**config.mk**
```make
export PLATFORM = sky130hd
export DESIGN_NAME = power_rail_supervisor
export DESIGN_NICKNAME = d
export VERILOG_FILES = /design/src/sv/prs_pkg.sv /design/src/sv/prs_cfg.sv /design/src/sv/prs_ctrl.sv /design/src/sv/prs_dp.sv /design/src/sv/power_rail_supervisor.sv
export SDC_FILE = /design/constraint.sdc
export NUM_CORES = 1
export LEC_CHECK = 0
export ABC_AREA = 0
export BUFFER_PORTS_ARGS = -buffer_cell sky130_fd_sc_hd__buf_2
export CORE_MARGIN = 2
export CORE_UTILIZATION = 41
export CTS_CLUSTER_DIAMETER = 200
export CTS_CLUSTER_SIZE = 20
export DETAILED_ROUTE_END_ITERATION = 6
export GPL_TIMING_DRIVEN = 0
export PLACE_DENSITY = 0.67
export SLEW_MARGIN = 20
export SYNTH_ARGS = -nofsm -noshare
export SYNTH_HDL_FRONTEND = slang
export SYNTH_SLANG_ARGS = --single-unit
```
**constraint.sdc**
```tcl
create_clock -name clk -period 4.9 [get_ports clk]
set_input_delay 0.245 -clock clk [delete_from_list [all_inputs] [get_ports clk]]
set_output_delay 0.245 -clock clk [all_outputs]
set_load 0.01 [all_outputs]
```
**src/sv/prs_pkg.sv**
```systemverilog
`default_nettype none

package prs_pkg;

    // Sizing
    localparam int NUM_RAILS    = 8;
    localparam int ADC_BITS     = 12;
    localparam int RAIL_W       = (NUM_RAILS > 1) ? $clog2(NUM_RAILS) : 1;
    localparam int SAMPLE_PORTS = 8;
    localparam int RID_W        = 3;
    localparam int MASK_W       = 8;
    localparam int IDX_W        = 8;
    localparam int THR_W        = 12;
    localparam int UPD_W        = 8;
    localparam int TEL_W        = 16;
    localparam int ADDR_W       = 4;
    localparam int DATA_W       = 32;

    // Request codes
    typedef enum logic [1:0] {
        REQ_ENABLE  = 2'd0,
        REQ_DISABLE = 2'd1,
        REQ_TICK    = 2'd2
    } req_t;

    // Result kinds
    typedef enum logic [1:0] {
        KIND_MASK  = 2'd0,
        KIND_FAULT = 2'd1,
        KIND_TELEM = 2'd2
    } kind_t;

    // Per-rail status
    typedef enum logic [1:0] {
        RS_DISABLED    = 2'd0,
        RS_OK          = 2'd1,
        RS_OVERCURRENT = 2'd2
    } rstat_t;

    // Register map index
    typedef enum logic [1:0] {
        REG_THRESHOLD = 2'd0,
        REG_UPDATE    = 2'd1,
        REG_TELEMETRY = 2'd2
    } reg_idx_t;

    // Sequencer states
    typedef enum logic [1:0] {
        S_IDLE  = 2'd0,
        S_MASK  = 2'd1,
        S_FAULT = 2'd2,
        S_TELEM = 2'd3
    } state_t;

    typedef struct packed {
        logic [THR_W-1:0] threshold;
        logic [UPD_W-1:0] upd_interval;
        logic [TEL_W-1:0] tel_interval;
    } cfg_t;

    // Controller to datapath
    typedef struct packed {
        logic  take;
        logic  rail_clr;
        logic  rail_inc;
        logic  emit;
        kind_t kind;
    } cmd_t;

    // Datapath to controller
    typedef struct packed {
        logic in_is_req;
        logic upd_fire;
        logic tel_fire;
        logic tel_pend;
        logic cur_trip;
        logic rail_last;
        logic slot_free;
    } stat_t;

endpackage

`default_nettype wire

```
**src/sv/prs_cfg.sv**
```systemverilog
`default_nettype none

module prs_cfg
    import prs_pkg::*;
(
    input  wire logic              clk,
    input  wire logic              rst_n,
    input  wire logic              psel,
    input  wire logic              penable,
    input  wire logic              pwrite,
    input  wire logic [ADDR_W-1:0] paddr,
    input  wire logic [DATA_W-1:0] pwdata,
    output logic      [DATA_W-1:0] prdata,
    output logic                   pready,
    output cfg_t                   cfg
);

    logic [THR_W-1:0] thr_reg;
    logic [UPD_W-1:0] upd_reg;
    logic [TEL_W-1:0] tel_reg;
    logic             wr_en;
    reg_idx_t         idx;

    assign pready = 1'b1;
    assign idx    = reg_idx_t'(paddr[ADDR_W-1:2]);
    assign wr_en  = psel && penable && pwrite && pready;

    // Register writes
    always_ff @(posedge clk or negedge rst_n)
    begin
        if (!rst_n)
        begin
            thr_reg <= THR_W'(3412);
            upd_reg <= UPD_W'(10);
            tel_reg <= TEL_W'(600);
        end
        else if (wr_en)
        begin
            case (idx)
                REG_THRESHOLD: thr_reg <= pwdata[THR_W-1:0];
                REG_UPDATE:    upd_reg <= pwdata[UPD_W-1:0];
                REG_TELEMETRY: tel_reg <= pwdata[TEL_W-1:0];
                default:       ;
            endcase
        end
    end

    // Readback
    always_comb
    begin
        case (idx)
            REG_THRESHOLD: prdata = DATA_W'(thr_reg);
            REG_UPDATE:    prdata = DATA_W'(upd_reg);
            REG_TELEMETRY: prdata = DATA_W'(tel_reg);
            default:       prdata = '0;
        endcase
    end

    assign cfg.threshold    = thr_reg;
    assign cfg.upd_interval = upd_reg;
    assign cfg.tel_interval = tel_reg;

endmodule

`default_nettype wire

```
**src/sv/prs_ctrl.sv**
```systemverilog
`default_nettype none

module prs_ctrl
    import prs_pkg::*;
(
    input  wire logic  clk,
    input  wire logic  rst_n,
    input  wire logic  in_valid,
    output logic       in_stall,
    input  wire stat_t stat,
    output cmd_t       cmd
);

    state_t state_reg;
    state_t state_next;
    logic   fault_adv;

    // A rail with no trip is skipped without needing the output slot
    assign fault_adv = !stat.cur_trip || stat.slot_free;

    always_ff @(posedge clk or negedge rst_n)
    begin
        if (!rst_n)
            state_reg <= S_IDLE;
        else
            state_reg <= state_next;
    end

    // Next state
    always_comb
    begin
        state_next = state_reg;
        case (state_reg)
            S_IDLE:
            begin
                if (in_valid)
                begin
                    if (stat.in_is_req)
                        state_next = S_MASK;
                    else if (stat.upd_fire)
                        state_next = S_FAULT;
                    else if (stat.tel_fire)
                        state_next = S_TELEM;
                end
            end
            S_MASK:
            begin
                if (stat.slot_free)
                    state_next = S_IDLE;
            end
            S_FAULT:
            begin
                if (fault_adv && stat.rail_last)
                    state_next = stat.tel_pend ? S_TELEM : S_IDLE;
            end
            S_TELEM:
            begin
                if (stat.slot_free && stat.rail_last)
                    state_next = S_IDLE;
            end
            default: state_next = S_IDLE;
        endcase
    end

    // Outputs
    always_comb
    begin
        in_stall     = 1'b1;
        cmd.take     = 1'b0;
        cmd.rail_clr = 1'b0;
        cmd.rail_inc = 1'b0;
        cmd.emit     = 1'b0;
        cmd.kind     = KIND_TELEM;
        case (state_reg)
            S_IDLE:
            begin
                in_stall = 1'b0;
                cmd.take = in_valid;
            end
            S_MASK:
            begin
                cmd.kind = KIND_MASK;
                cmd.emit = stat.slot_free;
            end
            S_FAULT:
            begin
                cmd.kind     = KIND_FAULT;
                cmd.emit     = stat.cur_trip && stat.slot_free;
                cmd.rail_inc = fault_adv;
                cmd.rail_clr = fault_adv && stat.rail_last;
            end
            S_TELEM:
            begin
                cmd.kind     = KIND_TELEM;
                cmd.emit     = stat.slot_free;
                cmd.rail_inc = stat.slot_free;
                cmd.rail_clr = stat.slot_free && stat.rail_last;
            end
            default: ;
        endcase
    end

`ifndef SYNTHESIS
    a_req_to_mask: assert property (@(posedge clk) disable iff (!rst_n)
        (cmd.take && stat.in_is_req) |=> (state_reg == S_MASK))
        else $error("enable/disable did not enter mask state");

    a_telem_done: assert property (@(posedge clk) disable iff (!rst_n)
        (state_reg == S_TELEM && stat.slot_free && stat.rail_last)
        |=> (state_reg == S_IDLE))
        else $error("telemetry burst did not end after last rail");
`endif

endmodule

`default_nettype wire

```
**src/sv/prs_dp.sv**
```systemverilog
`default_nettype none

module prs_dp
    import prs_pkg::*;
(
    input  wire logic                clk,
    input  wire logic                rst_n,
    input  wire cfg_t                cfg,
    input  wire cmd_t                cmd,
    output stat_t                    stat,
    input  wire logic [1:0]          req_type,
    input  wire logic [IDX_W-1:0]    rail_index,
    input  wire logic [ADC_BITS-1:0] samples [SAMPLE_PORTS],
    output logic                     out_valid,
    input  wire logic                out_stall,
    output logic [1:0]               result_kind,
    output logic [RID_W-1:0]         rail_id,
    output logic [MASK_W-1:0]        pin_mask,
    output logic [1:0]               rail_state,
    output logic                     rail_on,
    output logic [ADC_BITS-1:0]      current_code,
    output logic                     last
);

    // Architectural state
    logic [NUM_RAILS-1:0] drive_reg,  drive_next;
    logic [NUM_RAILS-1:0] en_reg,     en_next;
    rstat_t               status_reg [NUM_RAILS];
    rstat_t               status_next [NUM_RAILS];
    logic [ADC_BITS-1:0]  store_reg  [NUM_RAILS];
    logic [ADC_BITS-1:0]  store_next [NUM_RAILS];
    logic [UPD_W-1:0]     upd_ticks_reg, upd_ticks_next;
    logic [TEL_W-1:0]     tel_ticks_reg, tel_ticks_next;

    // Per-item working state
    logic [NUM_RAILS-1:0] trip_reg, trip_next;
    logic                 tel_pend_reg, tel_pend_next;
    logic [RAIL_W-1:0]    req_rail_reg;
    logic [RAIL_W-1:0]    rail_reg, rail_next;

    // Output register
    logic                 out_valid_reg, out_valid_next;
    logic [1:0]           result_kind_reg;
    logic [RID_W-1:0]     rail_id_reg;
    logic [MASK_W-1:0]    pin_mask_reg;
    logic [1:0]           rail_state_reg;
    logic                 rail_on_reg;
    logic [ADC_BITS-1:0]  current_code_reg;
    logic                 last_reg;

    logic                 is_en, is_dis, is_tick, in_range;
    logic [RAIL_W-1:0]    req_rail;
    logic [UPD_W-1:0]     upd_sum;
    logic [TEL_W-1:0]     tel_sum;
    logic                 upd_fire, tel_fire;
    logic [NUM_RAILS-1:0] trip_vec;
    logic [NUM_RAILS-1:0] hi_mask;
    logic [RAIL_W-1:0]    sel;
    rstat_t               sel_status;
    logic                 sel_on;
    logic [ADC_BITS-1:0]  sel_code;
    logic                 last_next;
    logic                 slot_free;

    // Request decode
    assign is_en    = (req_type == REQ_ENABLE);
    assign is_dis   = (req_type == REQ_DISABLE);
    assign is_tick  = (req_type == REQ_TICK);
    assign in_range = (rail_index < IDX_W'(NUM_RAILS));
    assign req_rail = rail_index[RAIL_W-1:0];

    // Interval counters
    assign upd_sum  = UPD_W'(upd_ticks_reg + 1'b1);
    assign tel_sum  = TEL_W'(tel_ticks_reg + 1'b1);
    assign upd_fire = is_tick && (upd_sum >= cfg.upd_interval);
    assign tel_fire = is_tick && (tel_sum >= cfg.tel_interval);

    // Overcurrent compare, one lane per rail
    always_comb
    begin
        for (int i = 0; i < NUM_RAILS; i++)
            trip_vec[i] = en_reg[i] && (samples[i] > cfg.threshold);
    end

    // State update on an accepted item
    always_comb
    begin
        drive_next     = drive_reg;
        en_next        = en_reg;
        status_next    = status_reg;
        store_next     = store_reg;
        upd_ticks_next = upd_ticks_reg;
        tel_ticks_next = tel_ticks_reg;
        trip_next      = trip_reg;
        tel_pend_next  = tel_pend_reg;
        if (cmd.take)
        begin
            trip_next     = '0;
            tel_pend_next = 1'b0;
            if ((is_en || is_dis) && in_range)
            begin
                drive_next[req_rail]  = is_en;
                en_next[req_rail]     = is_en;
                status_next[req_rail] = is_en ? RS_OK : RS_DISABLED;
            end
            if (is_tick)
            begin
                upd_ticks_next = upd_fire ? '0 : upd_sum;
                tel_ticks_next = tel_fire ? '0 : tel_sum;
                tel_pend_next  = tel_fire;
                if (upd_fire)
                begin
                    trip_next = trip_vec;
                    for (int i = 0; i < NUM_RAILS; i++)
                    begin
                        store_next[i] = en_reg[i] ? samples[i] : '0;
                        if (trip_vec[i])
                        begin
                            status_next[i] = RS_OVERCURRENT;
                            en_next[i]     = 1'b0;
                        end
                    end
                end
            end
        end
    end

    // Rail scan counter
    always_comb
    begin
        rail_next = rail_reg;
        if (cmd.rail_clr)
            rail_next = '0;
        else if (cmd.rail_inc)
            rail_next = RAIL_W'(rail_reg + 1'b1);
    end

    // Result assembly: every kind reads the post-update state of one rail
    assign sel        = (cmd.kind == KIND_MASK) ? req_rail_reg : rail_reg;
    assign sel_status = status_reg[sel];
    assign sel_on     = en_reg[sel];
    assign sel_code   = store_reg[sel];

    always_comb
    begin
        for (int j = 0; j < NUM_RAILS; j++)
            hi_mask[j] = (RAIL_W'(j) > rail_reg);
    end

    always_comb
    begin
        case (cmd.kind)
            KIND_MASK:  last_next = 1'b1;
            KIND_FAULT: last_next = !tel_pend_reg && ((trip_reg & hi_mask) == '0);
            KIND_TELEM: last_next = (rail_reg == RAIL_W'(NUM_RAILS - 1));
            default:    last_next = 1'b0;
        endcase
    end

    assign slot_free = !out_valid_reg || !out_stall;

    always_comb
    begin
        out_valid_next = out_valid_reg;
        if (cmd.emit)
            out_valid_next = 1'b1;
        else if (!out_stall)
            out_valid_next = 1'b0;
    end

    // Control and architectural registers
    always_ff @(posedge clk or negedge rst_n)
    begin
        if (!rst_n)
        begin
            drive_reg     <= '0;
            en_reg        <= '0;
            for (int i = 0; i < NUM_RAILS; i++)
            begin
                status_reg[i] <= RS_DISABLED;
                store_reg[i]  <= '0;
            end
            upd_ticks_reg <= '0;
            tel_ticks_reg <= '0;
            trip_reg      <= '0;
            tel_pend_reg  <= 1'b0;
            rail_reg      <= '0;
            out_valid_reg <= 1'b0;
        end
        else
        begin
            drive_reg     <= drive_next;
            en_reg        <= en_next;
            status_reg    <= status_next;
            store_reg     <= store_next;
            upd_ticks_reg <= upd_ticks_next;
            tel_ticks_reg <= tel_ticks_next;
            trip_reg      <= trip_next;
            tel_pend_reg  <= tel_pend_next;
            rail_reg      <= rail_next;
            out_valid_reg <= out_valid_next;
        end
    end

    // Payload registers
    always_ff @(posedge clk)
    begin
        if (cmd.take)
            req_rail_reg <= req_rail;
        if (cmd.emit)
        begin
            result_kind_reg  <= cmd.kind;
            rail_id_reg      <= RID_W'(sel);
            pin_mask_reg     <= MASK_W'(drive_reg);
            rail_state_reg   <= sel_status;
            rail_on_reg      <= sel_on;
            current_code_reg <= sel_code;
            last_reg         <= last_next;
        end
    end

    // Status to controller
    assign stat.in_is_req = (is_en || is_dis) && in_range;
    assign stat.upd_fire  = upd_fire;
    assign stat.tel_fire  = tel_fire;
    assign stat.tel_pend  = tel_pend_reg;
    assign stat.cur_trip  = trip_reg[rail_reg];
    assign stat.rail_last = (rail_reg == RAIL_W'(NUM_RAILS - 1));
    assign stat.slot_free = slot_free;

    assign out_valid    = out_valid_reg;
    assign result_kind  = result_kind_reg;
    assign rail_id      = rail_id_reg;
    assign pin_mask     = pin_mask_reg;
    assign rail_state   = rail_state_reg;
    assign rail_on      = rail_on_reg;
    assign current_code = current_code_reg;
    assign last         = last_reg;

`ifndef SYNTHESIS
    a_ok_is_enabled: assert property (@(posedge clk) disable iff (!rst_n)
        (sel_status == RS_OK) |-> sel_on)
        else $error("rail status ok while its enabled flag is clear");

    a_telem_last_rail: assert property (@(posedge clk) disable iff (!rst_n)
        (out_valid_reg && last_reg && result_kind_reg == KIND_TELEM)
        |-> (rail_id_reg == RID_W'(NUM_RAILS - 1)))
        else $error("telemetry marked last on a rail other than the final one");
`endif

endmodule

`default_nettype wire

```
**src/sv/power_rail_supervisor.sv**
```systemverilog
// An enable/disable transfer gives its pin mask result from the mask state once the
// output slot is free. When an update fires, a tick walks the rails once for faults, one
// rail a cycle, holding on a tripped rail until its result finds a free slot; then, if
// telemetry fires, 8 telemetry records, one a cycle unless stalled; items wait for idle.
// Reset (rst_n, async, active low) clears all rail state and counters at once.
`default_nettype none

module power_rail_supervisor
    import prs_pkg::*;
(
    input  wire logic                clk,
    input  wire logic                rst_n,
    // APB configuration
    input  wire logic                psel,
    input  wire logic                penable,
    input  wire logic                pwrite,
    input  wire logic [ADDR_W-1:0]   paddr,
    input  wire logic [DATA_W-1:0]   pwdata,
    output logic      [DATA_W-1:0]   prdata,
    output logic                     pready,
    // Request channel
    input  wire logic                in_valid,
    output logic                     in_stall,
    input  wire logic [1:0]          req_type,
    input  wire logic [IDX_W-1:0]    rail_index,
    input  wire logic [ADC_BITS-1:0] sample_rail0,
    input  wire logic [ADC_BITS-1:0] sample_rail1,
    input  wire logic [ADC_BITS-1:0] sample_rail2,
    input  wire logic [ADC_BITS-1:0] sample_rail3,
    input  wire logic [ADC_BITS-1:0] sample_rail4,
    input  wire logic [ADC_BITS-1:0] sample_rail5,
    input  wire logic [ADC_BITS-1:0] sample_rail6,
    input  wire logic [ADC_BITS-1:0] sample_rail7,
    // Result channel
    output logic                     out_valid,
    input  wire logic                out_stall,
    output logic [1:0]               result_kind,
    output logic [RID_W-1:0]         rail_id,
    output logic [MASK_W-1:0]        pin_mask,
    output logic [1:0]               rail_state,
    output logic                     rail_on,
    output logic [ADC_BITS-1:0]      current_code,
    output logic                     last
);

    cfg_t                cfg;
    cmd_t                cmd;
    stat_t               stat;
    logic [ADC_BITS-1:0] samples [SAMPLE_PORTS];

    assign samples[0] = sample_rail0;
    assign samples[1] = sample_rail1;
    assign samples[2] = sample_rail2;
    assign samples[3] = sample_rail3;
    assign samples[4] = sample_rail4;
    assign samples[5] = sample_rail5;
    assign samples[6] = sample_rail6;
    assign samples[7] = sample_rail7;

    prs_cfg u_cfg (
        .clk     (clk),
        .rst_n   (rst_n),
        .psel    (psel),
        .penable (penable),
        .pwrite  (pwrite),
        .paddr   (paddr),
        .pwdata  (pwdata),
        .prdata  (prdata),
        .pready  (pready),
        .cfg     (cfg)
    );

    prs_ctrl u_ctrl (
        .clk      (clk),
        .rst_n    (rst_n),
        .in_valid (in_valid),
        .in_stall (in_stall),
        .stat     (stat),
        .cmd      (cmd)
    );

    prs_dp u_dp (
        .clk          (clk),
        .rst_n        (rst_n),
        .cfg          (cfg),
        .cmd          (cmd),
        .stat         (stat),
        .req_type     (req_type),
        .rail_index   (rail_index),
        .samples      (samples),
        .out_valid    (out_valid),
        .out_stall    (out_stall),
        .result_kind  (result_kind),
        .rail_id      (rail_id),
        .pin_mask     (pin_mask),
        .rail_state   (rail_state),
        .rail_on      (rail_on),
        .current_code (current_code),
        .last         (last)
    );

endmodule

`default_nettype wire
```
# Word-level counts from Yosys, hierarchy flattened

Cells that the tools add are included.

Bits in registers: 235
Input port bits: 149
Output and inout port bits: 64
Logic and storage cells: 196

Add/subtract/negate cells: 3
Magnitude comparators: 26
Eq/ne operators: 16
Mux-type cells: 73
Bitwise operators: 3
Reduce and logical (&&, ||, !) cells: 39

Operators with widths:

| operator                                            | count |
|---|---|
| two-way mux 12 bit                                  | 10 |
| > comparator 12 bit                                 | 8 |
| two-way mux 16 bit                                  | 4 |
| two-way mux 8 bit                                   | 6 |
| case mux 16 bit (3 select lines)                    | 1 |
| two-way mux 2 bit                                   | 19 |
| binary-select mux 12 bit (select 3 bit)             | 1 |
| logical AND 1 bit                                   | 19 |
| two-way mux 1 bit                                   | 17 |
| adder 16 x 1 -> 16 bit (second input constant)      | 1 |
| bitwise mux 16 bit                                  | 1 |
| bitwise mux 8 bit                                   | 2 |
| >= comparator 16 bit                                | 1 |
| > comparator 3 bit (first input constant)           | 4 |
| < comparator 3 x 4 -> 1 bit (second input constant) | 3 |
| == test 2 bit (second input constant)               | 5 |
| AND reduction 2 bit                                 | 5 |
| two-way mux 3 bit                                   | 3 |
| case mux 3 bit (3 select lines)                     | 1 |
| adder 8 x 1 -> 8 bit (second input constant)        | 1 |
| bitwise AND 8 bit                                   | 1 |
| == test 2 x 1 -> 1 bit (second input constant)      | 4 |
| >= comparator 4 bit (second input constant)         | 2 |
| >= comparator 8 bit                                 | 1 |
| 25 further kinds                                    | 40 |

# Logic depth before layout (Yosys ltp)

Word-level depth: 10
Mapped depth: 14
Depth with buffers taken out: 12

# By module

From an unflattened synthesis, not the netlist that was laid out.

Cells, all modules: 1535
Area, all modules: 14015.9 sq um

Modules (own cells, without submodules):

| module   | times used | cells each | area an instance (sq um) | seq. area each (sq um) |
|---|---|---|---|---|
| prs_dp   | 1          | 1361       | 11912.7                  | 5089.9 |
| prs_cfg  | 1          | 141        | 1833.0                   | 915.9 |
| prs_ctrl | 1          | 33         | 270.3                    | 50.0 |

# Least setup slack after synthesis

No wires, ideal clock.

Path kind: flip-flop to flip-flop
Start point: register u_dp.tel_ticks_reg[0]
End point: register u_ctrl.state_reg[0]
Setup time: 0.127 ns
Arrival: 3.337 ns
Data required time: 4.773 ns
Path slack: 1.436 ns
Cell stages (with the launch flop): 13
Path buffers: 0
Clock period less this slack: 3.464 ns
Path through: dfrtp_1 > ha_1 > nand4_1 > nor4_2 > nand3_1 > xnor2_1 > ha_1 > nand4_1 > or4_1 > o32a_2 > nand2_4 > o31a_2 > mux2_1

Word-level cells in the longest chain between the ends: 5

RTL lines:

| element                                         | RTL line       | text |
|---|---|---|
| start: declaration                              | prs_dp.sv:33   | `logic [TEL_W-1:0] tel_ticks_reg, tel_ticks_next;` |
| start signal: assignment                        | prs_dp.sv:197  | `tel_ticks_reg <= tel_ticks_next;` |
| adder 16 x 1 -> 16 bit                          | prs_dp.sv:74   | `assign tel_sum = TEL_W'(tel_ticks_reg + 1'b1);` |
| >= comparator 16 bit                            | prs_dp.sv:76   | `assign tel_fire = is_tick && (tel_sum >= cfg.tel_interval);` |
| logical AND 1 bit                               | prs_dp.sv:76   |  |
| inequality test 4 x 2 -> 1 bit (no source line) | --             |  |
| AND reduction 5 bit (no source line)            | --             |  |
| end signal: assignment                          | prs_ctrl.sv:26 | `state_reg <= state_next;` |
| end: declaration                                | prs_ctrl.sv:14 | `state_t state_reg;` |

Every way passes these cells.
A chain may end at the register's enable or synchronous reset.

# Worst setup path in the final report

Ends and elaborated chain as after synthesis.

==> flow_summary.yaml <==
cts:
  cts.clk_slew.worst_paths_ps: 100
  clkSinkCount: 235
  numCtsBuffers: 15
  cts_tree: "done"
  clock_path_buffers: 3
  cts_root_buf: "clkbuf_16"
  cts_hold_buffers: 15
  insertion_delay_ps: 500
  cts_resized: 0
  cts_max_level: 1
  post_cts_buffers: 0
setup_path:
  critPathLaunchType: "register"
  path_max_fanout: 7
  critPathRequiredTime_ps: 5290
  ff2ff_path_depth: 12
  crit_path_end_kind: "register"
  crit_type: "register to register"
  worst_ep_arrival_time_ps: 4360
logic_synthesis:
  synth_area_um2: 13760
  yosysSeqAreaShare_pct: 44.02
  synth_flop_cell: "dfrtp_1"
  synthArstFlopShare_pct: 86.38
  synth_top_area_share_pct: 34.75
  yosysMostFrequentCell: "nand2_1"
  yosys-top-cells-count: "nand2_1, dfrtp_1, o21ai_0"
  synth-edff-count: 32
  yosys_warnings: 0
  synthTopCellsByArea: "dfrtp_1, nand2_1, ha_1"
  synth_area_per_cell_um2: 8.734
  synth_top_area_cell: "dfrtp_1"
  synth_cell_types: 61
  netlist_instances: 1575
  synth.ff_latch_count: 235
floorplan:
  row_count: 67
  initial_core_util_pct: 41.33
  core_area_um2: 33280
  die_x_um: 187.2
  pin_count: 213
  die_h_um: 187.2
  die_area_um2: 35030
detailed_routing:
  drc_errors: 3
  finalWirelength_mm: 43.26
  wl_per_cell_um: 19.18
  num_vias: 12467
  drt_iter0_drc: 905
  antenna_left: 0
  avgViaCountPerCell: 5.526
  first_pass_iters: 7
hold_path:
  hold_depth: 3
  min_path_type: "primary input to register"
sta:
  finalClockSkew_ps: 20.50
  post-route-min-period_ps: 3974
  slew_headroom_pct: 23.77
  setup_viol: 0
  worst_pin_slew_ps: 1136
  rsz0062_at_grt: "false"
  hold_viol_final: 0
  period_share_pct: 81.10
  clock.fmax_mhz: 251.6
  finalMaxSlewViolations: 0
final_layout:
  largest_reg_flops: 96
  antenna_cells: 0
  final_layout_size_suffix_gt1_share_pct: 14.60
  utilization_pct: 47.83
  multi_input_area_um2: 7079
  fillers: 3224
  stdcell_area_um2: 15920
  area_growth_pct: 15.73
  finalNetCount: 2080
  regArea_um2: 6056
place:
  place_area_um2: 15350
  dp_hpwl_mm: 32.71
  port-buffer-count: 175
  place_congestion: 0.9428
power_and_ir_drop:
  internal_power_mw: 3.729
  p_sw_mw: 2.576
  seq_power_share_pct: 39.0
  p_clk_share_pct: 20.0
  power_frac_comb_pct: 41.0
  vdd_drop_max_mv: 0.3352
  leakage_nw: 7.452
  switching_share_pct: 40.86
  powerDensity_nw_per_um2: 396.1
global_routing:
  grtUsageTotal_pct: 24.61
  antenna_found_initial: 0
  grt_pass1_vias: 12168
  grt_pass1_wl_mm: 67.25
  grt_max_degree: 96
  grt_overflow: 0
status:
  status: "finished, violations left"
  violations: "DRC"
job:
  maxCapViolCount: 0
cell usage in the layout, fill, tap and decap left out, drive strengths merged, types with 9 or more instances in the layout:
| cell type | synthesis | routed |
|---|---|---|
| nor2 | 37 | 37 |
| a22oi | 9 | 9 |
| clkbuf | 61 | 85 |
| mux2 | 13 | 13 |
| nand4 | 24 | 24 |
| nand3 | 108 | 108 |
| and3 | 9 | 9 |
| nor2b | 11 | 11 |
| mux2i | 15 | 15 |
| dlygate4sd3 | 0 | 15 |
| nand2 | 448 | 448 |
| xnor2 | 13 | 13 |
| edfxtp | 32 | 32 |
| o21ai | 177 | 177 |
| a21o | 33 | 33 |
| inv | 62 | 62 |
| dfrtp | 191 | 191 |
| a22o | 24 | 24 |
| dfstp | 12 | 12 |
| ha | 131 | 131 |
| a21oi | 45 | 45 |
| conb | 2 | 17 |
| buf | 35 | 213 |
routing by layer:
layer  track usage [%]  wire length [µm]
met2             40.49             19970
met4             8.883              1586
met1             33.07             18690
met3             3.659              3019
met5                 0                 0
cell type report:
| cell class | count | share of cell area (%) |
|---|---|---|
| Inverter | 64 | 1.509 |
| Timing Repair Buffer | 193 | 7.027 |
| Clock buffer | 24 | 2.570 |
| Tap cell | 448 | 3.521 |
| Sequential cell | 235 | 38.04 |
| Clock inverter | 1 | 0.04716 |
| Buffer | 96 | 2.814 |
| Multi-Input combinational cell | 1195 | 44.47 |
power groups by stage:
stage | logic (mW) | registers, mW | clock network [mW]
global placement | 2.42 | 2.50 | 0
detailed placement | 2.53 | 2.50 | 0
floorplan | 1.48 | 2.51 | 0
global route | 2.85 | 2.49 | 1.35
CTS | 2.56 | 2.46 | 1.28
finish | 2.59 | 2.46 | 1.26
metrics by stage:
stage / instances / power (mW) / hold slack [ps] / setup TNS (ps) / setup WS [ps]
floorplan: 1590 / 3.988 / -50.59 / 0 / 1436
finish: 2256 / 6.306 / 17.05 / 0 / 925.9
global route: 2256 / 6.683 / 21.25 / 0 / 699.4
detailed placement: 2216 / 5.030 / 177.6 / 0 / 923.2
CTS: 2256 / 6.297 / 1.111 / 0 / 910.8
global placement: 2213 / 4.916 / 433.7 / -109.2 / -4.414
kinds of logic after synthesis:
kind of cell             after synthesis  synth area share [%]
XOR/XNOR                              20                 1.273
other                                  2               0.05460
AND/OR/NAND/NOR                      661                 20.39
AO/OA/AOI/OAI                        336                 14.85
flip-flops                           235                 44.02
multiplexers                          30                 2.483
buffers and inverters                160                 5.003
adder cells (fa/ha/maj)              131                 11.92
critical path, stage by stage (launching register included):
cell	delay (ps)
dfrtp_1	440
ha_1	300
nand4_1	200
nor4_2	480
nand3_1	200
xnor2_1	180
ha_1	300
nand4_1	140
or4_1	560
o32a_2	440
nand2_4	140
o31a_2	160
mux2_1	310
final timing paths:
kind                                        from             endpoint  slack (ps)
max                        u_dp.tel_ticks_reg[0]  u_ctrl.state_reg[0]         930
min                              sample_rail7[7]    u_dp.store_reg[7]          20
max reg2reg                u_dp.tel_ticks_reg[0]  u_ctrl.state_reg[0]         930
min reg2reg                    u_dp.drive_reg[0]     u_dp.pin_mask[0]         460
max in group asynchronous                  rst_n     u_cfg.tel_reg[9]        3460
min in group asynchronous                  rst_n   u_dp.store_reg[89]         250
Power figures use the tool's default switching activity.
